## config.mk

```make
export PLATFORM = sky130hd
export DESIGN_NAME = prescaled_dual_match_timer
export DESIGN_NICKNAME = d
export VERILOG_FILES = /design/src/rtl/core/pdmt_pkg.sv /design/src/rtl/core/prescaled_dual_match_timer.sv
export SDC_FILE = /design/constraint.sdc
export NUM_CORES = 1
export LEC_CHECK = 0
export BUFFER_PORTS_ARGS = -buffer_cell sky130_fd_sc_hd__buf_2
export CAP_MARGIN = 20
export CORE_MARGIN = 5
export CORE_UTILIZATION = 25
export DETAILED_ROUTE_END_ITERATION = 16
export PLACE_DENSITY = 0.47
export SLEW_MARGIN = 40
export SYNTH_ARGS = -nofsm -noshare
export SYNTH_HDL_FRONTEND = slang
export SYNTH_SLANG_ARGS = --single-unit
```

## constraint.sdc

```tcl
create_clock -name clk -period 4.4 [get_ports clk]
set_clock_uncertainty 0.2 [all_clocks]
set_input_delay 0.88 -clock clk [delete_from_list [all_inputs] [get_ports clk]]
set_output_delay 0.88 -clock clk [all_outputs]
set_load 0.05 [all_outputs]
```

## src/rtl/core/pdmt_pkg.sv

```systemverilog
package pdmt_pkg;

  // Width of the prescaler, counter and compare registers.
  localparam int COUNT_WIDTH = 16;
  // Longest run of counted cycles that one tick word may ask for.
  localparam int MAX_TICKS = 255;

  localparam int DATA_WIDTH = 16;
  localparam int TICK_WIDTH = 8;
  localparam int ADDR_WIDTH = 4;
  localparam int INDEX_WIDTH = 3;

  typedef logic [COUNT_WIDTH-1:0] count_t;
  typedef logic [INDEX_WIDTH-1:0] reg_index_t;

  // Request kinds carried in the mode field.
  typedef enum logic [1:0] {
    MODE_TICK  = 2'd0,
    MODE_READ  = 2'd1,
    MODE_WRITE = 2'd2,
    MODE_NONE  = 2'd3
  } mode_t;

  // Register indexes.
  localparam reg_index_t REG_FLAGS     = 3'd0;
  localparam reg_index_t REG_CONTROL   = 3'd1;
  localparam reg_index_t REG_PRESCALER = 3'd2;
  localparam reg_index_t REG_PRESCNT   = 3'd3;
  localparam reg_index_t REG_COUNTER   = 3'd4;
  localparam reg_index_t REG_COMPARE_A = 3'd5;
  localparam reg_index_t REG_COMPARE_B = 3'd6;

  // Control word bit positions.
  localparam int CTRL_ENABLE  = 0;
  localparam int CTRL_FLAG_A  = 1;
  localparam int CTRL_FLAG_B  = 2;
  localparam int CTRL_CLEAR_B = 3;
  localparam int CTRL_CLEAR_A = 4;

  // Flag bit positions.
  localparam int FLAG_A = 0;
  localparam int FLAG_B = 1;

  typedef struct packed {
    mode_t                  mode;
    logic [TICK_WIDTH-1:0]  tick_count;
    logic [ADDR_WIDTH-1:0]  address;
    logic [DATA_WIDTH-1:0]  write_data;
  } req_t;

  typedef struct packed {
    logic [DATA_WIDTH-1:0] read_data;
    logic                  irq_line;
  } rsp_t;

endpackage

```

## src/rtl/core/prescaled_dual_match_timer.sv

```systemverilog
// Channel | Direction | Handshake            | Word
// req     | in        | req_valid, req_stall | req_t: mode, tick_count, address, write_data
// rsp     | out       | rsp_valid, rsp_stall | rsp_t: read_data, irq_line
//
// A read, a write, an unused mode, a tick of zero count or a tick while disabled
// goes from idle straight to the done state, which registers its result word.
// An enabled tick passes through the run state before the done state: the single
// prescale/counter/compare step runs once per counted cycle.
// Reset (rst, synchronous) clears every timer register, the flags and the sequencer.
// req_stall is high while a word is in progress; a stalled result is held in the
// output register and the next finished word waits in the done state until it is free.
module prescaled_dual_match_timer
  import pdmt_pkg::*;
(
  input  logic clk,
  input  logic rst,
  input  logic req_valid,
  output logic req_stall,
  input  req_t req,
  output logic rsp_valid,
  input  logic rsp_stall,
  output rsp_t rsp
);

  typedef enum logic [2:0] {
    ST_IDLE = 3'b001,
    ST_RUN  = 3'b010,
    ST_DONE = 3'b100
  } state_t;

  state_t state, state_next;

  logic [1:0]            match_flags, match_flags_next;
  logic [DATA_WIDTH-1:0] control_word;
  count_t                prescale_limit;
  count_t                prescale_count, prescale_count_next;
  count_t                main_count, main_count_next;
  count_t                compare_a;
  count_t                compare_b;
  logic [TICK_WIDTH-1:0] remaining;
  logic [DATA_WIDTH-1:0] read_hold;

  logic                  accept;
  logic                  out_free;
  reg_index_t            index;
  logic [TICK_WIDTH-1:0] ticks;
  logic [DATA_WIDTH-1:0] read_value;
  logic                  wrap;
  logic                  hit_a, hit_b;
  count_t                count_step, count_after_a;
  logic [1:0]            step_flags;

  assign req_stall = (state != ST_IDLE);
  assign accept    = req_valid && !req_stall;
  assign out_free  = !rsp_valid || !rsp_stall;
  assign index     = req.address[ADDR_WIDTH-1:1];

  // Saturate the requested number of cycles.
  always_comb begin
    if (32'(req.tick_count) > MAX_TICKS) begin
      ticks = TICK_WIDTH'(MAX_TICKS);
    end else begin
      ticks = req.tick_count;
    end
  end

  // Register read multiplexer.
  always_comb begin
    unique case (index)
      REG_FLAGS:     read_value = DATA_WIDTH'(match_flags);
      REG_CONTROL:   read_value = control_word;
      REG_PRESCALER: read_value = DATA_WIDTH'(prescale_limit);
      REG_PRESCNT:   read_value = DATA_WIDTH'(prescale_count);
      REG_COUNTER:   read_value = DATA_WIDTH'(main_count);
      REG_COMPARE_A: read_value = DATA_WIDTH'(compare_a);
      REG_COMPARE_B: read_value = DATA_WIDTH'(compare_b);
      default:       read_value = '0;
    endcase
  end

  // One counted cycle: prescaler wrap, counter advance, then match A and match B.
  always_comb begin
    wrap = (prescale_count == prescale_limit);
    if (wrap) begin
      prescale_count_next = '0;
      count_step          = main_count + count_t'(1);
    end else begin
      prescale_count_next = prescale_count + count_t'(1);
      count_step          = main_count;
    end
    hit_a = (count_step == compare_a);
    if (hit_a && control_word[CTRL_CLEAR_A]) begin
      count_after_a = '0;
    end else begin
      count_after_a = count_step;
    end
    hit_b = (count_after_a == compare_b);
    if (hit_b && control_word[CTRL_CLEAR_B]) begin
      main_count_next = '0;
    end else begin
      main_count_next = count_after_a;
    end
    step_flags[FLAG_A] = hit_a && control_word[CTRL_FLAG_A];
    step_flags[FLAG_B] = hit_b && control_word[CTRL_FLAG_B];
    match_flags_next   = match_flags | step_flags;
  end

  // Sequencer next state.
  always_comb begin
    state_next = state;
    unique case (state)
      ST_IDLE: begin
        if (accept) begin
          if (req.mode == MODE_TICK && control_word[CTRL_ENABLE] && ticks != '0) begin
            state_next = ST_RUN;
          end else begin
            state_next = ST_DONE;
          end
        end
      end
      ST_RUN: begin
        if (remaining == TICK_WIDTH'(1)) begin
          state_next = ST_DONE;
        end
      end
      ST_DONE: begin
        if (out_free) begin
          state_next = ST_IDLE;
        end
      end
      default: state_next = ST_IDLE;
    endcase
  end

  // Sequencer and timer registers.
  always_ff @(posedge clk) begin
    if (rst) begin
      state          <= ST_IDLE;
      match_flags    <= '0;
      control_word   <= '0;
      prescale_limit <= '0;
      prescale_count <= '0;
      main_count     <= '0;
      compare_a      <= '0;
      compare_b      <= '0;
      remaining      <= '0;
    end else begin
      state <= state_next;
      if (accept && req.mode == MODE_WRITE) begin
        unique case (index)
          REG_FLAGS:     match_flags    <= '0;
          REG_CONTROL:   control_word   <= req.write_data;
          REG_PRESCALER: prescale_limit <= req.write_data[COUNT_WIDTH-1:0];
          REG_PRESCNT:   prescale_count <= req.write_data[COUNT_WIDTH-1:0];
          REG_COUNTER:   main_count     <= req.write_data[COUNT_WIDTH-1:0];
          REG_COMPARE_A: compare_a      <= req.write_data[COUNT_WIDTH-1:0];
          REG_COMPARE_B: compare_b      <= req.write_data[COUNT_WIDTH-1:0];
          default: ;
        endcase
      end
      if (accept) begin
        remaining <= ticks;
      end else if (state == ST_RUN) begin
        remaining      <= remaining - TICK_WIDTH'(1);
        prescale_count <= prescale_count_next;
        main_count     <= main_count_next;
        match_flags    <= match_flags_next;
      end
    end
  end

  // Read data is captured when the word is accepted.
  always_ff @(posedge clk) begin
    if (accept) begin
      if (req.mode == MODE_READ) begin
        read_hold <= read_value;
      end else begin
        read_hold <= '0;
      end
    end
  end

  // Output register.
  always_ff @(posedge clk) begin
    if (rst) begin
      rsp_valid <= 1'b0;
    end else if (state == ST_DONE && out_free) begin
      rsp_valid <= 1'b1;
    end else if (!rsp_stall) begin
      rsp_valid <= 1'b0;
    end
  end

  always_ff @(posedge clk) begin
    if (state == ST_DONE && out_free) begin
      rsp.read_data <= read_hold;
      rsp.irq_line  <= |match_flags;
    end
  end

  // A running tick always has cycles left to count.
  assert property (@(posedge clk) disable iff (rst) state == ST_RUN |-> remaining != '0)
    else $error("tick sequencer running with no cycles left");

  // A tick while disabled must not start the counting loop.
  assert property (@(posedge clk) disable iff (rst)
    accept && req.mode == MODE_TICK && !control_word[CTRL_ENABLE] |=> state == ST_DONE)
    else $error("disabled tick entered the counting loop");

  // Flags change only while counting or on an accepted write.
  assert property (@(posedge clk) disable iff (rst)
    state != ST_RUN && !accept |=> $stable(match_flags))
    else $error("match flags changed outside a tick or write");

  // The delivered interrupt level reflects the flags at completion.
  assert property (@(posedge clk) disable iff (rst)
    state == ST_DONE && out_free |=> rsp_valid && rsp.irq_line == |match_flags)
    else $error("result interrupt level disagrees with the flags");

endmodule

```

Word level (Yosys, flattened, before mapping)
Index checks and enable logic that the tools add are counted.
Storage, ports and cells
  flip-flop bits (word level): 143
  output and inout port bits: 19
  logic and storage cells: 86
Operators by class
  add/sub/neg operators: 3
  eq/ne operators: 20
  muxes and demuxes: 26
  bitwise logic cells: 1
  reduce and logical (&&, ||, !) cells: 23
Operators with widths (number)
  16-bit two-way mux: 12
  16-bit one-hot mux with 7 select lines: 1
  16-bit == test: 3
  16-bit by 1-bit adder with 16-bit output, second input constant: 2
  8-bit two-way mux: 2
  3-bit == test, second input constant: 4
  3-bit two-way mux: 4
  3-bit by 2-bit == test with 1-bit output, second input constant: 3
  1-bit logical AND: 9
  3-bit one-hot mux with 3 select lines: 1
  8-bit by 1-bit == test with 1-bit output, second input constant: 1
  2-bit two-way mux: 4
  2-bit AND reduction: 4
  8-bit nonzero test: 1
  8-bit by 1-bit subtractor with 8-bit output, second input constant: 1
  3-bit by 1-bit == test with 1-bit output, second input constant: 2
  2-bit != test, second input constant: 3
  1-bit zero test: 3
  3-bit zero test: 1
  3-bit by 1-bit != test with 1-bit output, second input constant: 1
  3-bit AND reduction: 1
  2-bit by 1-bit == test with 1-bit output, second input constant: 1
  2-bit == test, second input constant: 1
  2-bit zero test: 1
  6 further kinds: 7

Depth between registers and ports, before layout
Gate-level depths: netlist of the first run.
  depth in word-level cells: 10
  depth in mapped cells: 16
  mapped depth without buffers: 13

Worst setup path before layout of the first run
OpenSTA, ideal clock, no wires.
  path type: register to register
  start point: register main_count[1]
  end point: register main_count[12]
  library setup time: 0.138 ns
  arrival time: 3.674 ns
  data required time: 4.062 ns
  slack: 0.388 ns
  stages on the path, launching flop included: 15
  cells stage by stage: dfxtp_1 ha_1 buf_2 nand3_1 or4b_1 a221oi_1 mux2i_1 a41oi_1 nand4_1 or4_4 mux2i_1 a2111oi_2 nand3_2 a22oi_1 o311ai_2
On the way
  cells in the longest elaborated chain, start to end: 10
Ends and longest elaborated chain
  start: declaration: RTL line prescaled_dual_match_timer.sv:37  | count_t main_count, main_count_next;
  start signal: assignment: RTL line prescaled_dual_match_timer.sv:155  | REG_COUNTER: main_count <= req.write_data[COUNT_WIDTH-1:0];
  start signal: assignment: RTL line prescaled_dual_match_timer.sv:166  | main_count <= main_count_next;
  16-bit by 1-bit adder with 16-bit output: RTL line prescaled_dual_match_timer.sv:86  | count_step = main_count + count_t'(1);
  16-bit two-way mux (*): RTL line prescaled_dual_match_timer.sv:84  | if (wrap) begin
  16-bit == test: RTL line prescaled_dual_match_timer.sv:91  | hit_a = (count_step == compare_a);
  1-bit logical AND: RTL line prescaled_dual_match_timer.sv:92  | if (hit_a && control_word[CTRL_CLEAR_A]) begin
  16-bit two-way mux (*): RTL line prescaled_dual_match_timer.sv:92
  16-bit == test: RTL line prescaled_dual_match_timer.sv:97  | hit_b = (count_after_a == compare_b);
  1-bit logical AND: RTL line prescaled_dual_match_timer.sv:98  | if (hit_b && control_word[CTRL_CLEAR_B]) begin
  16-bit two-way mux (*): RTL line prescaled_dual_match_timer.sv:98
  16-bit two-way mux (*): RTL line prescaled_dual_match_timer.sv:163  | end else if (state == ST_RUN) begin
  16-bit two-way mux (*): RTL line prescaled_dual_match_timer.sv:161  | if (accept) begin
Mark *: on every way between the ends. The rest lies on a longest branch, timed or not.
A chain may end at the register's enable or synchronous reset.

Final worst setup path of the first run
  start point: register prescale_limit[10]
  end point: register main_count[11]
On the way
  cells in the longest elaborated chain, start to end: 10
Ends and longest elaborated chain
  start: declaration: RTL line prescaled_dual_match_timer.sv:35  | count_t prescale_limit;
  start signal: assignment: RTL line prescaled_dual_match_timer.sv:153  | REG_PRESCALER: prescale_limit <= req.write_data[COUNT_WIDTH-1:0];
  16-bit == test (*): RTL line prescaled_dual_match_timer.sv:83  | wrap = (prescale_count == prescale_limit);
  16-bit two-way mux (*): RTL line prescaled_dual_match_timer.sv:84
  16-bit == test: RTL line prescaled_dual_match_timer.sv:91
  1-bit logical AND: RTL line prescaled_dual_match_timer.sv:92
  16-bit two-way mux (*): RTL line prescaled_dual_match_timer.sv:92
  16-bit == test: RTL line prescaled_dual_match_timer.sv:97
  1-bit logical AND: RTL line prescaled_dual_match_timer.sv:98
  16-bit two-way mux (*): RTL line prescaled_dual_match_timer.sv:98
  16-bit two-way mux (*): RTL line prescaled_dual_match_timer.sv:163
  16-bit two-way mux (*): RTL line prescaled_dual_match_timer.sv:161
Marked as above.

==> run_summary.xml, run 1 <==
<?xml version="1.0" encoding="UTF-8"?>
<metrics>
  <group name="drt">
    <metric name="post-route-drc-count" unit="">0</metric>
    <metric name="drt_pass1_iterations" unit="">5</metric>
    <metric name="dr.first_iter.drc_count" unit="">776</metric>
    <metric name="postRouteAntennaNets" unit="">0</metric>
    <metric name="totalWireLength" unit="um">30000</metric>
    <metric name="drt-vias-per-instance" unit="">5.19</metric>
    <metric name="post_drt_wl_per_cell" unit="um">20.0</metric>
    <metric name="dr_total_vias" unit="">7757</metric>
  </group>
  <group name="clock_network">
    <metric name="htree_num_levels" unit="">4</metric>
    <metric name="post_cts_hold_buffer_count" unit="">0</metric>
    <metric name="tritoncts" unit="">built</metric>
    <metric name="clkSlewWorstSetupHoldPaths" unit="ps">70</metric>
    <metric name="post_cts_buffers" unit="">0</metric>
    <metric name="cts_sinks" unit="">143</metric>
    <metric name="numCtsBuffers" unit="">17</metric>
    <metric name="clock_insertion_delay_worst_skew" unit="ps">430</metric>
    <metric name="cts-root-buf" unit="">clkbuf_16</metric>
    <metric name="number_of_buffers_between_clock_root_and_the_deepest_sink" unit="">2</metric>
  </group>
  <group name="finish">
    <metric name="multi_input_area" unit="sq um">4590</metric>
    <metric name="area_growth_syn_to_layout" unit="%">24.9</metric>
    <metric name="combined_flip_flop_and_latch_cell_area" unit="sq um">3190</metric>
    <metric name="fillerInstances" unit="">3353</metric>
    <metric name="layout_commonest_cell" unit="">nand2_1</metric>
    <metric name="leading_cell_types_in_the_layout_fill_and_taps_excluded" unit="">nand2_1, buf_4, dfxtp_1</metric>
    <metric name="finalNetCount" unit="">1118</metric>
    <metric name="post_route_cell_area" unit="sq um">10100</metric>
    <metric name="antenna_cells_inserted" unit="">0</metric>
    <metric name="drive_gt1_frac" unit="">0.215</metric>
  </group>
  <group name="sta">
    <metric name="final_min_period_over_clock_period" unit="">0.960</metric>
    <metric name="slew_headroom" unit="">0.442</metric>
    <metric name="post-route-min-period" unit="ps">4220</metric>
    <metric name="finalSetupViolCount" unit="">0</metric>
    <metric name="fin_ws" unit="ps">175</metric>
    <metric name="timing.final.max_slew_violations" unit="">0</metric>
    <metric name="clock.fmax" unit="MHz">237</metric>
    <metric name="worst-slew-pin-transition" unit="ps">835</metric>
    <metric name="report.final.hold_viol_count" unit="">0</metric>
  </group>
  <group name="placement">
    <metric name="detailedPlacementHpwl" unit="um">22300</metric>
    <metric name="final_weighted_congestion_of_routability_driven_global_placement" unit="">0.934</metric>
    <metric name="dp_worst_setup_slack" unit="ps">73.8</metric>
    <metric name="numPortBuffers" unit="">51</metric>
    <metric name="postPlaceCellArea" unit="sq um">9430</metric>
  </group>
  <group name="synthesis">
    <metric name="total_nets_after_synthesis" unit="">998</metric>
    <metric name="synth_flop_cell" unit="">dfxtp_1</metric>
    <metric name="postSynthAreaPerCell" unit="sq um">8.39</metric>
    <metric name="post_synth_instance_area" unit="sq um">8050</metric>
    <metric name="synth_enable_flop_cells" unit="">33</metric>
    <metric name="async_reset_ff_frac" unit="">0</metric>
    <metric name="synth.ff_latch_count" unit="">143</metric>
    <metric name="synth.lib_cells_used.distinct" unit="">79</metric>
    <metric name="yosysWarningCount" unit="">0</metric>
    <metric name="post_synth_inst_count" unit="">960</metric>
    <metric name="synth.yosys.seq_area_share" unit="">0.397</metric>
  </group>
  <group name="global_route">
    <metric name="first_global_vias" unit="">7420</metric>
    <metric name="overflow" unit="">0</metric>
    <metric name="initial_antenna_violation_count" unit="">1</metric>
    <metric name="grt_first_pass_wirelength" unit="um">45500</metric>
    <metric name="pin_count_of_the_biggest_net_entering_global_routing" unit="">93</metric>
    <metric name="groute.usage.overall" unit="">0.165</metric>
  </group>
  <group name="setup_path">
    <metric name="setup.reg_to_reg.worst_slack" unit="ps">180</metric>
    <metric name="setup.worst_path.start_class" unit="">register</metric>
    <metric name="end_kind" unit="">register</metric>
    <metric name="worst-endpoint-arrival" unit="ps">4340</metric>
    <metric name="data_required_time_at_the_worst_endpoint" unit="ps">4510</metric>
    <metric name="setup.worst_path.class" unit="">register to register</metric>
    <metric name="cp_max_fo" unit="">6</metric>
  </group>
  <group name="floorplan">
    <metric name="die-area" unit="sq um">35900</metric>
    <metric name="core-area" unit="sq um">31600</metric>
    <metric name="io-pin-count" unit="">53</metric>
    <metric name="start_util" unit="">0.254</metric>
    <metric name="core.rowCount" unit="">65</metric>
    <metric name="die_height" unit="um">189</metric>
    <metric name="dieWidth" unit="um">189</metric>
  </group>
  <group name="outcome">
    <metric name="outcome" unit="">finished, final reports clean</metric>
  </group>
  <group name="pwr">
    <metric name="power_density_over_the_cells" unit="nW/um^2">314</metric>
    <metric name="power.ir.vdd_worst" unit="mV">0.268</metric>
    <metric name="leakage" unit="nW">3.65</metric>
  </group>
  <group name="hold_path">
    <metric name="worstHoldPathType" unit="">register to register</metric>
  </group>
  <group name="flow_run">
    <metric name="maxCapViolCount" unit="">0</metric>
  </group>
</metrics>
## cell families after synthesis
group                      Yosys count  share of synthesized area
AOI/OAI and AO/OA                  265                      0.225
xor gates and xnor gates            57                     0.0639
adders and majority gates            4                    0.00622
buffers and inverters               80                     0.0424
DFF                                143                      0.397
muxes                               18                     0.0225
and+or+nand+nor                    393                      0.243
## stage by stage
step	utilization	TNS, ps	cells	power [W]	hold slack, ps
6_report	0.318	0	1495	0.00316	218
5_1_grt	0.318	-0.543	1495	0.00327	225
4_1_cts	0.316	0	1495	0.00317	219
3_5_place_dp	0.298	0	1463	0.00171	205
3_3_place_gp	0.298	0	1463	0.00171	206
2_1_floorplan	-	0	960	0.00158	200
## synth_stat cells (all sizes together), types with 3 or more instances
library cell	n	area share
a2111oi	3	0.0087
a211o	3	0.0033
a211oi	10	0.0099
a21oi	91	0.057
a221oi	13	0.014
a22oi	57	0.053
a31oi	18	0.014
and2	6	0.0047
and3	25	0.019
buf	21	0.015
clkbuf	42	0.020
dfxtp	110	0.27
edfxtp	33	0.12
ha	4	0.0062
inv	17	0.0079
mux2i	17	0.021
nand2	182	0.085
nand2b	6	0.0047
nand3	27	0.018
nand3b	4	0.0037
nand4	10	0.012
nor2	61	0.028
nor2b	7	0.0054
nor3	14	0.0093
nor3b	14	0.013
nor4	18	0.020
o211ai	8	0.0075
o21ai	22	0.014
o22a	6	0.0065
o22ai	7	0.0054
o311ai	4	0.0062
o32ai	4	0.0044
or2	4	0.0031
or3	5	0.0039
or4	3	0.0033
or4b	3	0.0037
xnor2	24	0.026
xor2	32	0.035
## per-layer routing
layer / wire length [um] / vias to the layer above / share of wire / global-route usage
li1: - / 3760 / - / -
met1: 13600 / 3720 / 0.45 / 0.225
met2: 13900 / 249 / 0.46 / 0.264
met3: 1930 / 28 / 0.064 / 0.0360
met4: 501 / 0 / 0.017 / 0.0467
met5: 0 / - / 0 / 0
## where the power goes
part           internal [W]  switching (W)  leakage, nW
Sequential          0.00137      0.0000155         1.20
Clock              0.000841       0.000626        0.277
Combinational      0.000106       0.000199         2.17
Total               0.00232       0.000841         3.65
## critical path: stages, from the launching register on
cell and delay (ps):
dfxtp_1 320, xor2_1 220, nor4_2 280, buf_4 180, nand4_4 160, or4b_1 600
buf_4 150, a21oi_1 120, and4bb_1 250, nand4_4 170, a211o_1 320, a2111oi_2 320
buf_4 180, nand3_2 80, buf_4 190, a31oi_1 230, o221ai_2 120
## repair_timing
action | in CTS | in global routing
setup endpoints to repair | 0 | 13
gates resized for setup | 0 | 10
endpoints found under the hold margin | 0 | 0
## registers in the layout, summed over array words and instances, names as in the netlist
signal          count
remaining           8
compare_b          16
compare_a          16
rsp_valid           1
prescale_limit     16
match_flags         2
prescale_count     16
main_count         16
rsp                17
read_hold          16
control_word       16
state               3
## final timing paths
check,cells after the start,end,start
min,0,rsp[7],read_hold[6]
max reg2reg,16,main_count[11],prescale_limit[10]
min reg2reg,0,rsp[7],read_hold[6]
max,16,main_count[11],prescale_limit[10]
## layout make-up
cell class / instances / area share
multi-input cells: 737 / 0.456
well taps: 402 / 0.0500
repair buffers: 164 / 0.111
clock inverters: 15 / 0.0159
flip-flops and latches: 143 / 0.318
inverters: 17 / 0.00635
clock buffers: 17 / 0.0423
Power figures use the tool's default switching activity.
==> run 2, diff against run 1 <==
--- a/config.mk
+++ b/config.mk
@@ -11,4 +11,5 @@
 export CORE_UTILIZATION = 25
+export CTS_BUF_LIST = sky130_fd_sc_hd__clkbuf_16
 export DETAILED_ROUTE_END_ITERATION = 16
-export PLACE_DENSITY = 0.47
+export PLACE_DENSITY = 0.48
 export SLEW_MARGIN = 40
==> constraint.sdc (replaced) <==
create_clock -name clk -period 3.5 [get_ports clk]
set_clock_uncertainty 0.2 [all_clocks]
set_input_delay 0.7 -clock clk [delete_from_list [all_inputs] [get_ports clk]]
set_output_delay 0.7 -clock clk [all_outputs]
set_load 0.01 [all_outputs]
==> run 2 against run 1 <==
The flow now finishes with violations (setup timing). Sequential power is 26% higher. Register-to-register slack worse by 730 ps. Setup slack worse by 730 ps. Critical path type unchanged. Critical endpoint is now main_count[1]. Largest cell class unchanged. Largest power group unchanged.
==> run_summary.xml, run 2 (same netlist as run 1, synthesis figures left out) <==
<?xml version="1.0" encoding="UTF-8"?>
<metrics>
  <group name="pwr">
    <metric name="power.ir.vdd_worst" unit="mV">0.329</metric>
    <metric name="power_density_over_the_cells" unit="nW/um^2">376</metric>
    <metric name="leakage" unit="nW">4.01</metric>
    <metric name="fin_total_pwr" unit="W">0.00407</metric>
  </group>
  <group name="setup_path">
    <metric name="setup.worst_path.start_class" unit="">register</metric>
    <metric name="end_kind" unit="">register</metric>
    <metric name="cp_max_fo" unit="">8</metric>
    <metric name="cp-startpoint" unit="">prescale_limit[2]</metric>
    <metric name="worst-endpoint-arrival" unit="ps">4130</metric>
    <metric name="path_cells" unit="">xor2_2 &gt; nor4_4 &gt; buf_4 &gt; and4_4 &gt; buf_8 &gt; xnor2_2 &gt; o2111ai_2 &gt; a2111oi_4 &gt; nand4_4 &gt; a211o_1 &gt; a2111oi_4 &gt; nand3_2 &gt; nand2_2 &gt; buf_12 &gt; o22ai_1</metric>
    <metric name="crit_end" unit="">main_count[1]</metric>
    <metric name="cpLargestDelayFamily" unit="">compound AO/OA/AOI/OAI gates</metric>
    <metric name="setup.worst_path.class" unit="">register to register</metric>
    <metric name="critical_path.reg2reg.startpoint" unit="">prescale_limit[2]</metric>
    <metric name="worst_path_most_repeated_cell" unit="">a2111oi_4</metric>
    <metric name="cp_slowest_stage_delay" unit="ps">400</metric>
    <metric name="reg2reg_depth" unit="">15</metric>
    <metric name="setup.reg_to_reg.worst_slack" unit="ps">-560</metric>
    <metric name="reg_to_reg_end" unit="">main_count[1]</metric>
    <metric name="data_required_time_at_the_worst_endpoint" unit="ps">3570</metric>
    <metric name="critical-path-slowest-cell" unit="">a2111oi_4</metric>
    <metric name="critical_path_buf_inv_count" unit="">3</metric>
    <metric name="worstSetupPathDepth" unit="">15</metric>
  </group>
  <group name="global_route">
    <metric name="first_global_vias" unit="">7691</metric>
    <metric name="overflow" unit="">0</metric>
    <metric name="initial_antenna_violation_count" unit="">1</metric>
    <metric name="pin_count_of_the_biggest_net_entering_global_routing" unit="">93</metric>
    <metric name="groute.usage.overall" unit="">0.171</metric>
    <metric name="grt_first_pass_wirelength" unit="um">47100</metric>
  </group>
  <group name="placement">
    <metric name="numPortBuffers" unit="">51</metric>
    <metric name="final_weighted_congestion_of_routability_driven_global_placement" unit="">0.907</metric>
    <metric name="dpl.cell_count" unit="">1510</metric>
    <metric name="detailedPlacementHpwl" unit="um">23200</metric>
  </group>
  <group name="finish">
    <metric name="area_growth_syn_to_layout" unit="%">34.4</metric>
    <metric name="largest_register_ff_count" unit="">17</metric>
    <metric name="leading_cell_types_in_the_layout_fill_and_taps_excluded" unit="">nand2_1, buf_4, dfxtp_1</metric>
    <metric name="layout_commonest_cell" unit="">nand2_1</metric>
    <metric name="post_layout_nonfiller_instances" unit="">1553</metric>
    <metric name="finalNetCount" unit="">1175</metric>
    <metric name="drive_gt1_frac" unit="">0.285</metric>
    <metric name="largest-register" unit="">rsp</metric>
  </group>
  <group name="floorplan">
    <metric name="start_util" unit="">0.254</metric>
    <metric name="core-area" unit="sq um">31600</metric>
    <metric name="dieWidth" unit="um">189</metric>
    <metric name="io-pin-count" unit="">53</metric>
    <metric name="die-area" unit="sq um">35900</metric>
    <metric name="die_height" unit="um">189</metric>
    <metric name="core.rowCount" unit="">65</metric>
  </group>
  <group name="drt">
    <metric name="dr.first_iter.drc_count" unit="">684</metric>
    <metric name="post_drt_wl_per_cell" unit="um">20.0</metric>
    <metric name="post-route-drc-count" unit="">0</metric>
    <metric name="totalWireLength" unit="um">31100</metric>
    <metric name="postRouteAntennaNets" unit="">0</metric>
    <metric name="drt-vias-per-instance" unit="">5.25</metric>
    <metric name="drt_pass1_iterations" unit="">5</metric>
    <metric name="dr_total_vias" unit="">8147</metric>
  </group>
  <group name="sta">
    <metric name="finalSetupViolCount" unit="">17</metric>
    <metric name="final_min_period_over_clock_period" unit="">1.16</metric>
    <metric name="worst-slew-pin-transition" unit="ps">789</metric>
    <metric name="report.final.hold_viol_count" unit="">0</metric>
    <metric name="unrepaired_setup_endpoints_after_global_routing" unit="">true</metric>
    <metric name="clock.fmax" unit="MHz">246</metric>
    <metric name="slew_headroom" unit="">0.474</metric>
    <metric name="hold_ws" unit="ps">218</metric>
    <metric name="timing.final.max_slew_violations" unit="">0</metric>
    <metric name="fin_ws" unit="ps">-559</metric>
    <metric name="post-route-min-period" unit="ps">4060</metric>
  </group>
  <group name="clock_network">
    <metric name="cts_sinks" unit="">143</metric>
    <metric name="numCtsBuffers" unit="">17</metric>
    <metric name="number_of_buffers_between_clock_root_and_the_deepest_sink" unit="">2</metric>
    <metric name="tritoncts" unit="">built</metric>
    <metric name="cts-root-buf" unit="">clkbuf_16</metric>
    <metric name="clkSlewWorstSetupHoldPaths" unit="ps">70</metric>
    <metric name="htree_num_levels" unit="">4</metric>
    <metric name="clock_insertion_delay_worst_skew" unit="ps">440</metric>
  </group>
  <group name="outcome">
    <metric name="outcome" unit="">finished, violations left</metric>
    <metric name="violations" unit="">setup timing</metric>
  </group>
  <group name="flow_run">
    <metric name="maxCapViolCount" unit="">0</metric>
  </group>
  <group name="hold_path">
    <metric name="worstHoldPathType" unit="">register to register</metric>
  </group>
</metrics>
==> run 2: cell count changes in the layout (fill, tap and decap cells not counted), moves of 3 or more <==
cell,delta
buf_4,+48
dfxtp_1,-7
dfxtp_2,+6
xor2_1,-6
xor2_2,+6
buf_6,+5
a211oi_1,-4
a22oi_1,-3
a22oi_2,+3
nand3_1,-3
nor4_1,-3
==> run 2: how the worst min path moves through the flow <==
| stage | startpoint | to | slack, ps | cells past startpoint |
|---|---|---|---|---|
| after global placement | read_hold[9] | rsp[10] | 200 | 0 |
| final | read_hold[1] | rsp[2] | 220 | 0 |
| after global routing | read_hold[1] | rsp[2] | 220 | 0 |
| after floorplan | read_hold[9] | rsp[10] | 200 | 0 |
| after detailed placement | read_hold[10] | rsp[11] | 210 | 0 |
| after CTS | read_hold[10] | rsp[11] | 220 | 0 |
==> run 2: area by class of cell <==
class                      count  area [sq um]
fill                        3338         20800
multi-input combinational    737          4830
sequential                   143          3200
timing repair buffer         221          1620
tap                          402           503
clock buffer                  18           450
clock inverter                14           151
inverter                      17          63.8
antenna                        1          2.50
==> run 2: where the power goes <==
part	leakage, nW	switching (W)	internal, W	total (W)
registers	1.20	0.0000191	0.00172	0.00174
clock network	0.296	0.000796	0.00110	0.00190
logic	2.51	0.000253	0.000178	0.000432
total	4.01	0.00107	0.00300	0.00407
==> run 2: timing repair <==
item                                    in CTS  in global routing
setup buffers                                4                  8
endpoints found under the hold margin        0                  0
pin swaps                                   16                 30
cloned                                       0                  1
gates resized for setup                     24                 32
hold buffers                                 0                  0
endpoints found under the setup margin      18                 18
==> run 2: layer usage <==
| metal | up-vias | GRT usage | share of wire |
|---|---|---|---|
| li1 | 3872 | - | - |
| met1 | 3932 | 0.242 | 0.47 |
| met2 | 289 | 0.261 | 0.45 |
| met3 | 54 | 0.0323 | 0.057 |
| met4 | 0 | 0.0548 | 0.024 |
| met5 | - | 0 | 0 |
==> run 2: per-stage QoR <==
step / setup TNS [ps] / util / area (sq um) / worst slack (ps)
floorplan: -4600 / - / 8110 / -341
detailed placement: -9350 / 0.311 / 9850 / -650
global route: -10820 / 0.342 / 10800 / -703
finish: -8380 / 0.342 / 10800 / -559
global placement: -7760 / 0.311 / 9840 / -538
CTS: -6940 / 0.335 / 10600 / -470
==> run 3, diff against run 2 <==
- PLACE_DENSITY: 0.48 -> 0.42
- REMOVE_ABC_BUFFERS: not set -> 1
==> run 3 against run 2 <==
The flow still finishes with violations (setup timing). Global-route usage grew 1.0 points. Fmax grew 0.24%. Core utilization increased by 1.3 points. Via count about the same. Setup slack gained 9.7 ps. Design area grew 3.8%. Clock-buffer cell count rose by 1. Clock power about the same. Critical path depth unchanged. Sequential power hardly changed. Combinational power rose by 13%. Die area unchanged. Critical endpoint is now main_count[12].
==> run_summary.xml, run 3 (same netlist as run 1, synthesis figures left out) <==
<?xml version="1.0" encoding="UTF-8"?>
<metrics>
  <group name="outcome">
    <metric name="outcome" unit="">finished, violations left</metric>
    <metric name="violations" unit="">setup timing</metric>
  </group>
  <group name="pwr">
    <metric name="power.combinational.fraction" unit="">0.119</metric>
    <metric name="power.share.clock" unit="">0.460</metric>
    <metric name="leakage" unit="nW">4.21</metric>
    <metric name="switching_share" unit="">0.282</metric>
    <metric name="total_switching_power" unit="W">0.00116</metric>
    <metric name="internal_power" unit="W">0.00296</metric>
    <metric name="power.ir.vdd_worst" unit="mV">0.333</metric>
    <metric name="power_density_over_the_cells" unit="nW/um^2">367</metric>
    <metric name="seq_power_share" unit="">0.422</metric>
  </group>
  <group name="flow_run">
    <metric name="maxCapViolCount" unit="">0</metric>
  </group>
  <group name="floorplan">
    <metric name="core-area" unit="sq um">31600</metric>
    <metric name="io-pin-count" unit="">53</metric>
    <metric name="dieWidth" unit="um">189</metric>
    <metric name="die-area" unit="sq um">35900</metric>
    <metric name="start_util" unit="">0.254</metric>
    <metric name="core.rowCount" unit="">65</metric>
    <metric name="die_height" unit="um">189</metric>
  </group>
  <group name="global_route">
    <metric name="grt_util_met3" unit="">0.0297</metric>
    <metric name="initial_antenna_violation_count" unit="">0</metric>
    <metric name="global_route.usage.met1" unit="">0.255</metric>
    <metric name="overflow" unit="">0</metric>
    <metric name="first_global_vias" unit="">7775</metric>
    <metric name="groute.usage.overall" unit="">0.181</metric>
    <metric name="gr-usage-met2" unit="">0.286</metric>
    <metric name="gr-max-usage-layer" unit="">met2</metric>
    <metric name="grt_first_pass_wirelength" unit="um">49400</metric>
    <metric name="pin_count_of_the_biggest_net_entering_global_routing" unit="">88</metric>
  </group>
  <group name="finish">
    <metric name="layout_commonest_cell" unit="">buf_4</metric>
    <metric name="post_route_cell_area" unit="sq um">11200</metric>
    <metric name="largest_register_ff_count" unit="">17</metric>
    <metric name="finalNetCount" unit="">1204</metric>
    <metric name="area_growth_syn_to_layout" unit="%">39.6</metric>
    <metric name="drive_gt1_frac" unit="">0.320</metric>
    <metric name="post_layout_nonfiller_instances" unit="">1582</metric>
    <metric name="largest-register" unit="">rsp</metric>
    <metric name="leading_cell_types_in_the_layout_fill_and_taps_excluded" unit="">buf_4, nand2_1, dfxtp_1</metric>
    <metric name="fillerInstances" unit="">3264</metric>
  </group>
  <group name="drt">
    <metric name="drt-vias-per-instance" unit="">5.15</metric>
    <metric name="dr.first_iter.drc_count" unit="">710</metric>
    <metric name="dr_total_vias" unit="">8144</metric>
    <metric name="post_drt_wl_per_cell" unit="um">20.7</metric>
    <metric name="postRouteAntennaNets" unit="">0</metric>
    <metric name="post-route-drc-count" unit="">0</metric>
    <metric name="drt_pass1_iterations" unit="">5</metric>
    <metric name="totalWireLength" unit="um">32800</metric>
  </group>
  <group name="sta">
    <metric name="finalSetupViolCount" unit="">17</metric>
    <metric name="timing.final.max_slew_violations" unit="">0</metric>
    <metric name="fin_ws" unit="ps">-549</metric>
    <metric name="final_min_period_over_clock_period" unit="">1.16</metric>
    <metric name="report.final.hold_viol_count" unit="">0</metric>
    <metric name="unrepaired_setup_endpoints_after_global_routing" unit="">true</metric>
    <metric name="clock.fmax" unit="MHz">247</metric>
    <metric name="post-route-min-period" unit="ps">4050</metric>
    <metric name="worst-slew-pin-transition" unit="ps">789</metric>
    <metric name="slew_headroom" unit="">0.474</metric>
  </group>
  <group name="setup_path">
    <metric name="worst_path_most_repeated_cell" unit="">buf_6</metric>
    <metric name="cp_max_fo" unit="">7</metric>
    <metric name="cpLargestDelayFamily" unit="">simple AND/OR/NAND/NOR gates</metric>
    <metric name="setup.worst_path.class" unit="">register to register</metric>
    <metric name="worst-endpoint-arrival" unit="ps">4150</metric>
    <metric name="setup.worst_path.start_class" unit="">register</metric>
    <metric name="data_required_time_at_the_worst_endpoint" unit="ps">3610</metric>
    <metric name="path_cells" unit="">xor2_2 &gt; nor4_4 &gt; and4_4 &gt; buf_6 &gt; nand3_4 &gt; mux2_4 &gt; a211o_1 &gt; or4_4 &gt; mux2i_4 &gt; a2111oi_4 &gt; nand3_2 &gt; buf_8 &gt; buf_6 &gt; a22oi_2 &gt; o311ai_2</metric>
    <metric name="end_kind" unit="">register</metric>
    <metric name="critical_path_buf_inv_count" unit="">3</metric>
    <metric name="critical-path-slowest-cell" unit="">or4_4</metric>
    <metric name="cp_slowest_stage_delay" unit="ps">570</metric>
  </group>
  <group name="hold_path">
    <metric name="worstHoldPathType" unit="">register to register</metric>
  </group>
  <group name="placement">
    <metric name="dpl.cell_count" unit="">1532</metric>
    <metric name="postPlaceCellArea" unit="sq um">9970</metric>
    <metric name="final_weighted_congestion_of_routability_driven_global_placement" unit="">0.872</metric>
    <metric name="detailedPlacementHpwl" unit="um">24400</metric>
    <metric name="numPortBuffers" unit="">51</metric>
  </group>
  <group name="clock_network">
    <metric name="number_of_buffers_between_clock_root_and_the_deepest_sink" unit="">2</metric>
    <metric name="numCtsBuffers" unit="">17</metric>
    <metric name="clkSlewWorstSetupHoldPaths" unit="ps">70</metric>
    <metric name="tritoncts" unit="">built</metric>
    <metric name="cts-root-buf" unit="">clkbuf_16</metric>
    <metric name="htree_num_levels" unit="">4</metric>
    <metric name="cts_sinks" unit="">143</metric>
    <metric name="clock_insertion_delay_worst_skew" unit="ps">440</metric>
    <metric name="post_cts_hold_buffer_count" unit="">0</metric>
  </group>
</metrics>
[run 3: cell types whose count changed in the layout (fill, tap and decap cells not counted), moves of 3 or more]
cell / previous run / this run
buf_4: 159 / 184
a211oi_2: 3 / 8
a211oi_1: 5 / 1
buf_6: 6 / 10
nor4_4: 3 / 6
o21ai_1: 4 / 1
o22ai_1: 7 / 4
[run 3: final cells by class]
class | instances | area, sq um | area share
multi-input combinational | 737 | 5010 | 0.446
sequential | 143 | 3200 | 0.285
timing repair buffer | 250 | 1850 | 0.165
tap | 402 | 503 | 0.0448
clock buffer | 19 | 475 | 0.0423
clock inverter | 13 | 133 | 0.0118
inverter | 17 | 63.8 | 0.00568
antenna | 1 | 2.50 | 0.000223
[run 3: worst paths after layout]
check | startpoint | end | slack, ps | cells past startpoint
worst min-delay path | read_hold[2] | rsp[3] | 220 | 0
worst min register to register | read_hold[2] | rsp[3] | 220 | 0
worst max register to register | prescale_limit[3] | main_count[12] | -550 | 15
worst max-delay path | prescale_limit[3] | main_count[12] | -550 | 15
[run 3: layer usage]
layer / up-vias / wire (um) / part of all wire
li1: 3922 / - / -
met1: 3970 / 15500 / 0.47
met2: 210 / 15000 / 0.46
met3: 42 / 1510 / 0.046
met4: 0 / 814 / 0.025
met5: - / 0 / 0
[run 3: worst register-to-register path, stage by stage, from the launching register on]
cell       delay (ps)
dfxtp_2           330
xor2_2            190
nor4_4            400
and4_4            340
buf_6             120
nand3_4            60
mux2_4            330
a211o_1           260
or4_4             570
mux2i_4           220
a2111oi_4         260
nand3_2           130
buf_8             170
buf_6             120
a22oi_2           120
o311ai_2          110
[run 3: power by group through the flow]
stage          combinational [W]  clock (W)  sequential (W)
2_1_floorplan           0.000159          0         0.00178
3_3_place_gp            0.000388          0         0.00178
3_5_place_dp            0.000388          0         0.00178
4_1_cts                 0.000447    0.00194         0.00174
5_1_grt                 0.000518    0.00200         0.00174
6_report                0.000489    0.00189         0.00174
[run 3: through the flow]
stage / hold WS [ps] / power, W / utilization / TNS, ps / worst slack [ps]
after floorplan: 200 / 0.00194 / - / -12490 / -661
after global placement: 204 / 0.00216 / 0.315 / -12820 / -779
after detailed placement: 205 / 0.00216 / 0.315 / -12800 / -810
after CTS: 221 / 0.00412 / 0.346 / -8260 / -558
after global routing: 226 / 0.00426 / 0.355 / -11180 / -736
final: 218 / 0.00412 / 0.355 / -8260 / -549
[run 3: timing repair]
item	CTS	global route
endpoints found under the setup margin	17	18
pin swaps	33	17
resized for setup	54	47
setup buffers	15	5
